**src/hw/rtl/deq_pkg.sv**
```systemverilog
// types and constants of the double-ended queue unit
`default_nettype none

package deq_pkg;

   localparam int DEPTH_DEF      = 64;
   localparam int DATA_WIDTH_DEF = 32;
   localparam int INDEX_WIDTH    = 6;

   localparam logic END_HEAD = 1'b0;
   localparam logic END_TAIL = 1'b1;

   typedef enum logic [1:0] {
      OP_PUT,
      OP_GET,
      OP_READ,
      OP_REMOVE
   } op_type;

   typedef enum logic [1:0] {
      STAT_OK,
      STAT_MISS,
      STAT_NULL,
      STAT_FULL
   } status_type;

   typedef enum logic [1:0] {
      S_IDLE,
      S_EXEC,
      S_SHIFT,
      S_RM_DONE
   } state_type;

endpackage

`default_nettype wire

```
**src/hw/rtl/deq_req_if.sv**
```systemverilog
// request channel of the double-ended queue unit
`default_nettype none

interface deq_req_if #(
   parameter int DATA_WIDTH = deq_pkg::DATA_WIDTH_DEF
);
   logic                            valid;
   logic                            ready;
   logic [1:0]                      req_type;
   logic                            end_sel;
   logic [DATA_WIDTH-1:0]           value;
   logic [deq_pkg::INDEX_WIDTH-1:0] index;

   modport source (output valid, output req_type, output end_sel, output value,
                   output index, input ready);
   modport sink   (input valid, input req_type, input end_sel, input value,
                   input index, output ready);
endinterface

`default_nettype wire

```
**src/hw/rtl/deq_rsp_if.sv**
```systemverilog
// response channel of the double-ended queue unit
`default_nettype none

interface deq_rsp_if #(
   parameter int DATA_WIDTH = deq_pkg::DATA_WIDTH_DEF,
   parameter int DEPTH      = deq_pkg::DEPTH_DEF
);
   localparam int CNT_W = $clog2(DEPTH + 1);

   logic                  valid;
   logic                  ready;
   logic [DATA_WIDTH-1:0] result_value;
   logic [1:0]            status;
   logic [CNT_W-1:0]      length;

   modport source (output valid, output result_value, output status, output length,
                   input ready);
   modport sink   (input valid, input result_value, input status, input length,
                   output ready);
endinterface

`default_nettype wire

```
**src/hw/rtl/double_ended_queue_unit.sv**
```systemverilog
// double-ended queue of nonzero words kept in a ring buffer memory
//
//   channel   dir  handshake          payload
//   req_ch    in   valid / ready      req_type, end_sel, value, index
//   rsp_ch    out  valid / ready      result_value, status, length
//
// put, get and indexed read: accept with memory read, then execute
// remove: accept with memory read, then search entry by entry, move each entry past
//   the match to close the gap, finish when found; bound by the single memory read port
// reset clears state, head, count and the output valid only; the word memory needs no clearing
// a finished item waits in the output register; a new item is accepted
//   meanwhile, and the step that loads the output register holds until it is free
`default_nettype none

module double_ended_queue_unit #(
   parameter int DEPTH      = deq_pkg::DEPTH_DEF,
   parameter int DATA_WIDTH = deq_pkg::DATA_WIDTH_DEF
) (
   input wire        clock,
   input wire        reset,
   deq_req_if.sink   req_ch,
   deq_rsp_if.source rsp_ch
);
   import deq_pkg::*;

   localparam int ADDR_W = $clog2(DEPTH);
   localparam int CNT_W  = $clog2(DEPTH + 1);
   localparam int CMP_W  = (CNT_W > INDEX_WIDTH) ? CNT_W : INDEX_WIDTH;

   function automatic logic [ADDR_W-1:0] slot_of(input logic [ADDR_W-1:0] base,
                                                input logic [CNT_W-1:0]  k);
      logic [CNT_W:0] sum;
      sum = (CNT_W+1)'(base) + (CNT_W+1)'(k);
      if (sum >= (CNT_W+1)'(DEPTH)) begin
         sum = sum - (CNT_W+1)'(DEPTH);
      end
      return sum[ADDR_W-1:0];
   endfunction

   function automatic logic [CNT_W-1:0] from_end(input logic             e,
                                                 input logic [CNT_W-1:0] k,
                                                 input logic [CNT_W-1:0] cnt);
      return (e == END_TAIL) ? (cnt - CNT_W'(1) - k) : k;
   endfunction

   logic [DATA_WIDTH-1:0] word_store [DEPTH];
   logic [DATA_WIDTH-1:0] rd_data_ff;

   state_type             state_ff, state_in;
   logic [ADDR_W-1:0]     head_ff, head_in;
   logic [CNT_W-1:0]      count_ff, count_in;
   logic                  rsp_valid_ff, rsp_valid_in;

   op_type                op_ff, op_in;
   logic                  end_ff, end_in;
   logic [DATA_WIDTH-1:0] value_ff, value_in;
   logic [CNT_W-1:0]      pos_ff, pos_in;
   logic [CNT_W-1:0]      k_ff, k_in;
   logic                  rd_ok_ff, rd_ok_in;
   logic [DATA_WIDTH-1:0] rsp_value_ff, rsp_value_in;
   status_type            rsp_status_ff, rsp_status_in;
   logic [CNT_W-1:0]      rsp_length_ff, rsp_length_in;

   logic                  rd_en, wr_en;
   logic [ADDR_W-1:0]     rd_addr, wr_addr;
   logic [DATA_WIDTH-1:0] wr_data;
   logic                  rsp_load, out_free;
   logic [ADDR_W-1:0]     head_dec;
   logic [CNT_W:0]        count_x, pos_x, k_x;
   logic                  hit;
   logic [CNT_W-1:0]      first_pos;

   assign out_free = !rsp_valid_ff || rsp_ch.ready;
   assign head_dec = (head_ff == '0) ? ADDR_W'(DEPTH - 1) : head_ff - ADDR_W'(1);
   assign count_x  = {1'b0, count_ff};
   assign pos_x    = {1'b0, pos_ff};
   assign k_x      = {1'b0, k_ff};

   assign req_ch.ready        = (state_ff == S_IDLE);
   assign rsp_ch.valid        = rsp_valid_ff;
   assign rsp_ch.result_value = rsp_value_ff;
   assign rsp_ch.status       = rsp_status_ff;
   assign rsp_ch.length       = rsp_length_ff;

   always_comb begin
      state_in      = state_ff;
      head_in       = head_ff;
      count_in      = count_ff;
      op_in         = op_ff;
      end_in        = end_ff;
      value_in      = value_ff;
      pos_in        = pos_ff;
      k_in          = k_ff;
      rd_ok_in      = rd_ok_ff;
      rsp_load      = 1'b0;
      rsp_value_in  = '0;
      rsp_status_in = STAT_OK;
      rsp_length_in = count_ff;
      rd_en         = 1'b0;
      rd_addr       = '0;
      wr_en         = 1'b0;
      wr_addr       = '0;
      wr_data       = rd_data_ff;
      hit           = 1'b0;
      first_pos     = '0;

      unique case (state_ff)
         S_IDLE: begin
            if (req_ch.valid) begin
               op_in    = op_type'(req_ch.req_type);
               end_in   = req_ch.end_sel;
               value_in = req_ch.value;
               k_in     = '0;
               unique case (op_type'(req_ch.req_type))
                  OP_PUT: begin
                     hit       = 1'b0;
                     first_pos = '0;
                  end
                  OP_GET: begin
                     hit       = (count_ff != '0);
                     first_pos = from_end(req_ch.end_sel, '0, count_ff);
                  end
                  OP_READ: begin
                     hit       = CMP_W'(req_ch.index) < CMP_W'(count_ff);
                     first_pos = from_end(req_ch.end_sel, CNT_W'(req_ch.index), count_ff);
                  end
                  OP_REMOVE: begin
                     hit       = (req_ch.value != '0) && (count_ff != '0);
                     first_pos = from_end(req_ch.end_sel, '0, count_ff);
                  end
               endcase
               pos_in   = first_pos;
               rd_ok_in = hit;
               rd_en    = hit;
               rd_addr  = slot_of(head_ff, first_pos);
               state_in = S_EXEC;
            end
         end

         S_EXEC: begin
            unique case (op_ff)
               OP_PUT: begin
                  if (out_free) begin
                     rsp_load = 1'b1;
                     state_in = S_IDLE;
                     if (value_ff == '0) begin
                        rsp_status_in = STAT_NULL;
                     end else if (count_ff == CNT_W'(DEPTH)) begin
                        rsp_status_in = STAT_FULL;
                     end else begin
                        wr_en         = 1'b1;
                        wr_data       = value_ff;
                        wr_addr       = (end_ff == END_TAIL) ? slot_of(head_ff, count_ff)
                                                             : head_dec;
                        head_in       = (end_ff == END_TAIL) ? head_ff : head_dec;
                        count_in      = count_ff + CNT_W'(1);
                        rsp_length_in = count_ff + CNT_W'(1);
                     end
                  end
               end
               OP_GET: begin
                  if (out_free) begin
                     rsp_load = 1'b1;
                     state_in = S_IDLE;
                     if (!rd_ok_ff) begin
                        rsp_status_in = STAT_MISS;
                     end else begin
                        rsp_value_in  = rd_data_ff;
                        head_in       = (end_ff == END_TAIL) ? head_ff
                                                             : slot_of(head_ff, CNT_W'(1));
                        count_in      = count_ff - CNT_W'(1);
                        rsp_length_in = count_ff - CNT_W'(1);
                     end
                  end
               end
               OP_READ: begin
                  if (out_free) begin
                     rsp_load = 1'b1;
                     state_in = S_IDLE;
                     if (!rd_ok_ff) begin
                        rsp_status_in = STAT_MISS;
                     end else begin
                        rsp_value_in = rd_data_ff;
                     end
                  end
               end
               OP_REMOVE: begin
                  priority if (!rd_ok_ff) begin
                     if (out_free) begin
                        rsp_load      = 1'b1;
                        rsp_status_in = STAT_MISS;
                        state_in      = S_IDLE;
                     end
                  end else if (rd_data_ff == value_ff) begin
                     if (pos_x + 1'b1 < count_x) begin
                        rd_en    = 1'b1;
                        rd_addr  = slot_of(head_ff, pos_ff + CNT_W'(1));
                        state_in = S_SHIFT;
                     end else begin
                        state_in = S_RM_DONE;
                     end
                  end else if (k_x + 1'b1 == count_x) begin
                     if (out_free) begin
                        rsp_load      = 1'b1;
                        rsp_status_in = STAT_MISS;
                        state_in      = S_IDLE;
                     end
                  end else begin
                     k_in    = k_ff + CNT_W'(1);
                     pos_in  = from_end(end_ff, k_ff + CNT_W'(1), count_ff);
                     rd_en   = 1'b1;
                     rd_addr = slot_of(head_ff, from_end(end_ff, k_ff + CNT_W'(1), count_ff));
                  end
               end
            endcase
         end

         S_SHIFT: begin
            wr_en   = 1'b1;
            wr_addr = slot_of(head_ff, pos_ff);
            wr_data = rd_data_ff;
            if (pos_x + 2'd2 < count_x) begin
               rd_en   = 1'b1;
               rd_addr = slot_of(head_ff, pos_ff + CNT_W'(2));
               pos_in  = pos_ff + CNT_W'(1);
            end else begin
               state_in = S_RM_DONE;
            end
         end

         S_RM_DONE: begin
            if (out_free) begin
               rsp_load      = 1'b1;
               rsp_value_in  = value_ff;
               count_in      = count_ff - CNT_W'(1);
               rsp_length_in = count_ff - CNT_W'(1);
               state_in      = S_IDLE;
            end
         end
      endcase

      rsp_valid_in = rsp_load || (rsp_valid_ff && !rsp_ch.ready);
   end

   always_ff @(posedge clock) begin
      if (wr_en) begin
         word_store[wr_addr] <= wr_data;
      end
      if (rd_en) begin
         rd_data_ff <= word_store[rd_addr];
      end
   end

   always_ff @(posedge clock) begin
      if (reset) begin
         state_ff     <= S_IDLE;
         head_ff      <= '0;
         count_ff     <= '0;
         rsp_valid_ff <= 1'b0;
      end else begin
         state_ff     <= state_in;
         head_ff      <= head_in;
         count_ff     <= count_in;
         rsp_valid_ff <= rsp_valid_in;
      end
   end

   always_ff @(posedge clock) begin
      op_ff    <= op_in;
      end_ff   <= end_in;
      value_ff <= value_in;
      pos_ff   <= pos_in;
      k_ff     <= k_in;
      rd_ok_ff <= rd_ok_in;
      if (rsp_load) begin
         rsp_value_ff  <= rsp_value_in;
         rsp_status_ff <= rsp_status_in;
         rsp_length_ff <= rsp_length_in;
      end
   end

endmodule

`default_nettype wire

```
**src/flat_wrapper.sv**
```systemverilog
// flat-port wrapper written by rule: the top's interface ports become plain ports
module double_ended_queue_unit_flat import deq_pkg::*;
#(
   parameter int DEPTH      = deq_pkg::DEPTH_DEF,
   parameter int DATA_WIDTH = deq_pkg::DATA_WIDTH_DEF
)
  (clock, reset, req_ch_valid, req_ch_req_type, req_ch_end_sel, req_ch_value, req_ch_index, req_ch_ready, rsp_ch_valid, rsp_ch_result_value, rsp_ch_status, rsp_ch_length, rsp_ch_ready);
  deq_req_if #(.DATA_WIDTH(DATA_WIDTH)) req_ch_i ();
  deq_rsp_if #(.DATA_WIDTH(DATA_WIDTH), .DEPTH(DEPTH)) rsp_ch_i ();
  input wire clock;
  input wire reset;
  input wire logic [$bits(req_ch_i.valid)-1:0] req_ch_valid;
  input wire logic [$bits(req_ch_i.req_type)-1:0] req_ch_req_type;
  input wire logic [$bits(req_ch_i.end_sel)-1:0] req_ch_end_sel;
  input wire logic [$bits(req_ch_i.value)-1:0] req_ch_value;
  input wire logic [$bits(req_ch_i.index)-1:0] req_ch_index;
  output wire logic [$bits(req_ch_i.ready)-1:0] req_ch_ready;
  output wire logic [$bits(rsp_ch_i.valid)-1:0] rsp_ch_valid;
  output wire logic [$bits(rsp_ch_i.result_value)-1:0] rsp_ch_result_value;
  output wire logic [$bits(rsp_ch_i.status)-1:0] rsp_ch_status;
  output wire logic [$bits(rsp_ch_i.length)-1:0] rsp_ch_length;
  input wire logic [$bits(rsp_ch_i.ready)-1:0] rsp_ch_ready;
  assign req_ch_i.valid = req_ch_valid;
  assign req_ch_i.req_type = req_ch_req_type;
  assign req_ch_i.end_sel = req_ch_end_sel;
  assign req_ch_i.value = req_ch_value;
  assign req_ch_i.index = req_ch_index;
  assign req_ch_ready = req_ch_i.ready;
  assign rsp_ch_valid = rsp_ch_i.valid;
  assign rsp_ch_result_value = rsp_ch_i.result_value;
  assign rsp_ch_status = rsp_ch_i.status;
  assign rsp_ch_length = rsp_ch_i.length;
  assign rsp_ch_i.ready = rsp_ch_ready;
  double_ended_queue_unit #(.DEPTH(DEPTH), .DATA_WIDTH(DATA_WIDTH)) u_core (.clock(clock), .reset(reset), .req_ch(req_ch_i), .rsp_ch(rsp_ch_i));
endmodule
```
**config.mk**
```make
export PLATFORM = sky130hd
export DESIGN_NAME = double_ended_queue_unit_flat
export DESIGN_NICKNAME = d
export VERILOG_FILES = /design/src/hw/rtl/deq_pkg.sv /design/src/hw/rtl/deq_req_if.sv /design/src/hw/rtl/deq_rsp_if.sv /design/src/hw/rtl/double_ended_queue_unit.sv /design/src/flat_wrapper.sv
export SDC_FILE = /design/constraint.sdc
export NUM_CORES = 2
export LEC_CHECK = 0
export BUFFER_PORTS_ARGS = -buffer_cell sky130_fd_sc_hd__buf_4
export CORE_MARGIN = 3
export CORE_UTILIZATION = 55
export CTS_CLUSTER_DIAMETER = 40
export DETAILED_ROUTE_END_ITERATION = 16
export PLACE_DENSITY = 0.69
export SYNTH_ARGS = -nofsm -noshare
export SYNTH_HDL_FRONTEND = slang
export SYNTH_SLANG_ARGS = --single-unit
export TNS_END_PERCENT = 5
```
**constraint.sdc**
```tcl
create_clock -name clock -period 5.7 [get_ports clock]
set_input_delay 0.285 -clock clock [delete_from_list [all_inputs] [get_ports clock]]
set_output_delay 0.285 -clock clock [all_outputs]
set_load 0.01 [all_outputs]
```
# Word-level counts from Yosys, hierarchy flattened
# Memory sizes are Yosys's and may differ from the RTL's. A register that Yosys moved wholly into a read port is not among the register bits.
# Index checks and enable logic that the tools add are counted.
word_totals:
  regBits: 107
  ram_bits: 2048
  elab_cells: 208
  memories: 1
op_classes:
  addsub: 25
  n_lt_le_gt_ge: 10
  eq_ne: 27
  muxes: 108
  n_reduce_logical: 24
mem_list:
  columns: ["memory", "depth", "width", "read_ports", "rd_ports_with_merged_regs", "write_ports", "line_no", "rtl"]
  rows:
  - ["u_core.word_store", 64, 32, 1, 1, 1, "double_ended_queue_unit.sv:46", "logic [DATA_WIDTH-1:0] word_store [DEPTH];"]
op_table:
  columns: ["op", "n"]
  rows:
  - ["two-way mux 32 bit", 9]
  - ["two-way mux 6 bit", 27]
  - ["two-way mux 7 bit", 22]
  - ["case mux 32 bit (2 select lines)", 1]
  - ["adder 6 x 7 -> 8 bit", 6]
  - [">= comparator 8 x 7 -> 1 bit (second input constant)", 6]
  - ["subtractor 6 x 1 -> 6 bit (second input constant)", 8]
  - ["case mux 7 bit (2 select lines)", 3]
  - ["case mux 7 bit (3 select lines)", 2]
  - ["== test 32 bit", 1]
  - ["zero test 32 bit", 1]
  - ["nonzero test 32 bit", 1]
  - ["two-way mux 2 bit", 13]
  - ["case mux 6 bit (2 select lines)", 2]
  - ["adder 7 x 1 -> 7 bit (second input constant)", 3]
  - ["two-way mux 1 bit", 20]
  - ["case mux 6 bit (3 select lines)", 1]
  - ["adder 7 x 1 -> 8 bit (second input constant)", 2]
  - ["less-than comparator 8 x 7 -> 1 bit", 2]
  - ["!= test 2 bit (second input constant)", 8]
  - ["== test 2 bit (second input constant)", 6]
  - ["!= test 2 x 1 -> 1 bit (second input constant)", 6]
  - ["AND reduction 9 bit", 1]
  - ["adder 7 x 2 -> 8 bit (second input constant)", 1]
  - ["31 further kinds", 42]

# Logic depth before layout (Yosys ltp)
depth:
  word_depth: 11
  ltp_mapped: 23

# Worst setup path before layout
# Ideal clock, no wire load.
synth_path:
  path_type: "flip-flop to flip-flop"
  startpoint: "register u_core.k_ff[0]"
  endpoint: "register u_core.rsp_length_ff[0], in the netlist u_core.rsp_ch.length[0] (enable)"
  arrival_time_ps: 4622
  required_ps: 5201
  setup_slack_ps: 579
  stages_incl_launch_ff: 9
  path_buffers: 0
  synth_period_minus_slack_ps: 5121
  cell_sequence: "edfxtp_1 -> ha_1 -> xor2_1 -> xnor2_1 -> o211a_1 -> nand4_2 -> nor2_1 -> nor2_1 -> o21ai_0"
synth_between:
  elab_chain_cells: 7
synth_lines:
  columns: ["element", "line_no", "rtl"]
  rows:
  - ["from (decl)", "double_ended_queue_unit.sv:58", "logic [CNT_W-1:0] k_ff, k_in;"]
  - ["from (signal assigned)", "double_ended_queue_unit.sv:273", "k_ff <= k_in;"]
  - ["adder 7 x 1 -> 8 bit", "double_ended_queue_unit.sv:202", "end else if (k_x + 1'b1 == count_x) begin"]
  - ["== test 8 x 7 -> 1 bit", "double_ended_queue_unit.sv:202", null]
  - ["two-way mux 1 bit", "double_ended_queue_unit.sv:202", null]
  - ["two-way mux 1 bit", "double_ended_queue_unit.sv:194", "end else if (rd_data_ff == value_ff) begin"]
  - ["two-way mux 1 bit", "double_ended_queue_unit.sv:188", "priority if (!rd_ok_ff) begin"]
  - ["case mux 1 bit (2 select lines)", "double_ended_queue_unit.sv:141", "unique case (op_ff)"]
  - ["case mux 1 bit (2 select lines)", "double_ended_queue_unit.sv:107", "unique case (state_ff)"]
  - ["net u_core.rsp_load", "double_ended_queue_unit.sv:67", "logic rsp_load, out_free;"]
  - ["to (signal assigned)", "double_ended_queue_unit.sv:278", "rsp_length_ff <= rsp_length_in;"]
  - ["to (decl)", "double_ended_queue_unit.sv:62", "logic [CNT_W-1:0] rsp_length_ff, rsp_length_in;"]
# The timed path passes the listed nets, and every way through them passes these cells.
# A chain may end at the register's enable or synchronous reset.

# Final worst setup path
layout_path:
  startpoint: "register u_core.value_ff[0]"
  endpoint: "memory u_core.word_store[26][2] in the netlist's numbering (enable)"
layout_between:
  elab_chain_cells: 7
  word_cells_on_any_way: 11
layout_lines:
  columns: ["element", "line_no", "rtl"]
  rows:
  - ["from (decl)", "double_ended_queue_unit.sv:56", "logic [DATA_WIDTH-1:0] value_ff, value_in;"]
  - ["from (signal assigned)", "double_ended_queue_unit.sv:271", "value_ff <= value_in;"]
  - ["zero test 32 bit *", "double_ended_queue_unit.sv:146", "if (value_ff == '0) begin"]
  - ["two-way mux 1 bit", "double_ended_queue_unit.sv:146", null]
  - ["two-way mux 1 bit", "double_ended_queue_unit.sv:143", "if (out_free) begin"]
  - ["two-way mux 1 bit", "double_ended_queue_unit.sv:141", null]
  - ["case mux 1 bit (2 select lines)", "double_ended_queue_unit.sv:107", null]
  - ["two-way mux 1 bit", "double_ended_queue_unit.sv:246", "if (wr_en) begin"]
  - ["two-way mux 1 bit (not written as such)", "double_ended_queue_unit.sv:247", "word_store[wr_addr] <= wr_data;"]
  - ["to (decl)", "double_ended_queue_unit.sv:46", null]
# Mark *: on every way between the ends. The rest lies on a longest branch, timed or not.

==> results.md <==
* Outcome: completed
* TritonCTS buffer count at 278
* Routed Antenna Nets at 0
* Syn-to-layout area delta at 15.9%
* CTS tree: yes
* Ys flop type: edfxtp_1
* CTS H-tree depth at 5
* Crit path time final at 5.50 ns
* Filler cells at 11200
* Peak supply drop at ~0.35 mV
* Root Driver: clkbuf_16
* Layout cells sized above 1 at 14.7%
* Skew final at 0.0724 ns
* Setup TNS Final at 0 ns
* Sw Share at 24.9%
* Area of the multi-input gates at about 23000 sq um
* # Post-CTS Setup Buffers at 0
* Avg WL per Cell at between 30 and 40 um
* Synth area leaders: edfxtp_1 73%, mux2i_1 4.3%, a221o_1 3.2%
* Clk sinks at 2187
* Count of different cell masters after synthesis at 86
* Worst setup margin at 0.196 ns
* Cts repair resizes at 0
* Biggest area consumer among synthesized cells: edfxtp_1
* Post-Syn Nets at 5981
* Endpoints failing hold at 0
* Register area at 65500 sq um
* Total grt overflow at 0
* Synth warn at 0
* MaxCap Viol Count at 0
* Crit path required time at approximately 6.2 ns
* IO Port Bufs at 87
* Largest net degree at the start of global routing at ~150
* Slew Limit Fails at 0
* CP Depth at 11
* Via count at 57100
* Measured slew at the worst slew-check pin at ~1.2 ns
* Pwr dens at 379 nW/um^2
* Psw at approximately 0.01 W
* DR pass1 iterations at 8
* Setup crit start kind: flip-flop
* Clock share of power at 42.2%
* Final Total Pwr at ~0.039 W
* Combinational share of power at 11.4%
* Critical path type: flip-flop to flip-flop
* FF-to-FF path depth at 11
* Clk pin slew, worst setup/hold paths at about 0.06 ns
* Final setup violation count at 0
* Final HPWL from detailed placement at 155000 um
* Max stage delay cell, worst path: nor4_1
* Yosys top cell area share at between 70% and 80%
* Top delay family on crit path: simple AND/OR/NAND/NOR gates
* Achievable Freq at 0.182 GHz
* Seq/Total Area, Yosys at 72.9%
* Cells after Synth at 5853
* DR iter-0 viols at 8602
* First-pass GRT wire length at 385000 um
* Syn_area_per_cell at 15.3 sq um
* Total Routing Usage GR at between 30% and 40%
* Final core utilization at 64.5%
* Die area at approximately 170000 sq um
* CTS Hold Buffers Added at 37
* Seq cells post-synth at 2187
* Post-Syn Area at 89800 sq um
* CP Capture Type: flip-flop
* Async SR Flop Fraction at 0%
* Slew headroom at between 20% and 30%
* Crit Path Max Fanout at 36
* Lkg Pwr at 36.4 nW
* Initial Utilization at between 50% and 60%
* Core ar. at 161000 sq um
* CP cell instances: nor4_1 -> nand4_1 -> o22ai_1 -> or2_2 -> buf_4 -> o22ai_1 -> a211oi_1 -> nand2_1 -> buf_4 -> nor2_4 -> buf_4
* Clock tree buffer depth at 4
* Max incr delay on CP at approximately 0.73 ns
* Final hold slack at 0.0709 ns
* Die Wd at about 410 um
* Vias/cell at 6.71
* Row count at 147
* Nets at about 6300
* GP Congestion at 0.912
* HP Class: input port to flip-flop
* Latest clock arrival within the worst-skew pair at slightly above 0.9 ns
* P_int at 0.0296 W
* Chip height at 410 um
* Flop pwr share at 46.4%
* DRT Wirelength at 269000 um
* # IOs at approximately 90
* DRC at 0
* Crit-path most repeated cell: buf_4
* Hold depth at 5
* EDFF count, synth at 2171
* Critical path buffers and inverters at 3
* Vias in the first global route at 54500
* CP Data Arrival Time at around 6.0 ns
* RSZ-0062 raised after global routing: false
* Antenna violations before repair at 15
* Tcrit/Tclk final at a little over nine tenths
* Pre-CTS WS at 0.232 ns
[worst min-delay path: stages]
cell	delay (ns)
buf_4	0.10
nand2b_1	0.16
nand2_1	0.12
a21oi_1	0.16
nor2_1	0.05
[cell families (layout without fill, tap and decap cells)]
family / count (synthesis) / in the layout / synth area share (%)
DFF: 2187 / 2187 / 72.9
AOI/OAI and AO/OA: 1524 / 1524 / 12.6
and+or+nand+nor: 1099 / 1099 / 5.45
buffers and inverters: 469 / 953 / 2.48
muxes: 391 / 391 / 4.36
xor gates and xnor gates: 100 / 100 / 0.996
adders and majority gates: 83 / 83 / 1.22
other: 0 / 3 / 0
[power groups by stage]
stage          clock (W)  combinational [W]  sequential, W
6_report          0.0167            0.00449         0.0183
5_1_grt           0.0175            0.00473         0.0183
4_1_cts           0.0168            0.00440         0.0183
3_5_place_dp           0            0.00434         0.0186
3_3_place_gp           0            0.00428         0.0186
2_1_floorplan          0            0.00255         0.0186
[layer usage]
layer / track usage, % / up-vias / wire, um
met5: 0 / - / 69
met4: 15.6 / 10 / 15100
met3: 8.17 / 717 / 33200
met2: 47.2 / 3775 / 120000
met1: 43.5 / 28700 / 101000
li1: - / 23800 / -
[layout by cell type, fill, tap and decap left out, drive strengths merged, types with 16 or more instances in the layout]
cell,n
nor2,131
inv,81
bufinv,22
xor2,23
nand4,17
dfxtp,16
a211oi,171
clkbuf,318
dlygate4sd3,37
a21oi,558
a211o,98
clkinv,85
a41o,96
nand3,22
edfxtp,2171
nor4,51
nor2b,143
a221oi,103
buf,395
a22o,36
a221o,289
o21ai,52
xnor2,77
o2111ai,34
ha,75
nand2,672
mux2i,390
[final timing paths]
check | startpoint | end | slack, ns
setup / recovery | u_core.value_ff[0] | u_core.word_store[26][2] | 0.20
hold / removal | req_ch_valid | u_core.state_ff[1] | 0.07
setup reg to reg | u_core.value_ff[0] | u_core.word_store[26][2] | 0.20
hold reg to reg | u_core.state_ff[1] | u_core.state_ff[1] | 0.60
[area by class of cell]
| class | count | area share [%] |
|---|---|---|
| Sequential cell | 2187 | 62.9 |
| Multi-Input combinational cell | 3197 | 21.9 |
| Clock buffer | 318 | 6.91 |
| Timing Repair Buffer | 432 | 4.08 |
| Tap cell | 2160 | 2.59 |
| Clock inverter | 150 | 1.47 |
| Inverter | 53 | 0.191 |
| Antenna cell | 3 | 0.00721 |
[flip-flops by register name, indices dropped and copies added (netlist names)]
name                        cells
u_core.count_ff                 7
u_core.op_ff                    2
u_core.rd_data_ff              32
u_core.word_store            2048
u_core.k_ff                     7
u_core.rsp_ch.result_value     32
u_core.head_ff                  6
u_core.end_ff                   1
u_core.value_ff                32
u_core.rsp_ch.status            2
u_core.rd_ok_ff                 1
u_core.rsp_ch.valid             1
u_core.state_ff                 2
u_core.pos_ff                   7
u_core.rsp_ch.length            7
[cells in the mapped netlist, types with 9 or more instances]
library cell  number
edfxtp_1        2171
nand2_1          672
a21oi_1          558
mux2i_1          390
clkbuf_1         293
a221o_1          289
a211oi_1         171
nor2b_1          143
nor2_1           130
a221oi_1         101
a211o_1           98
a41o_1            96
xnor2_1           76
ha_1              75
inv_1             51
buf_2             49
nor4_1            49
o21ai_0           47
buf_6             45
a22o_1            36
o2111ai_1         34
xor2_1            23
nand3_1           21
buf_4             17
dfxtp_1           16
nand4_1           16
a21o_1            15
nor3_1            13
a22oi_1           12
buf_1             12
and3_1            10
o22ai_1            9
[through the flow]
step	std cells	area (sq um)
floorplan	5853	89800
global placement	7992	95100
detailed placement	7992	95100
CTS	8497	104000
global route	8497	104000
finish	8500	104000
Power figures use the tool's default switching activity.
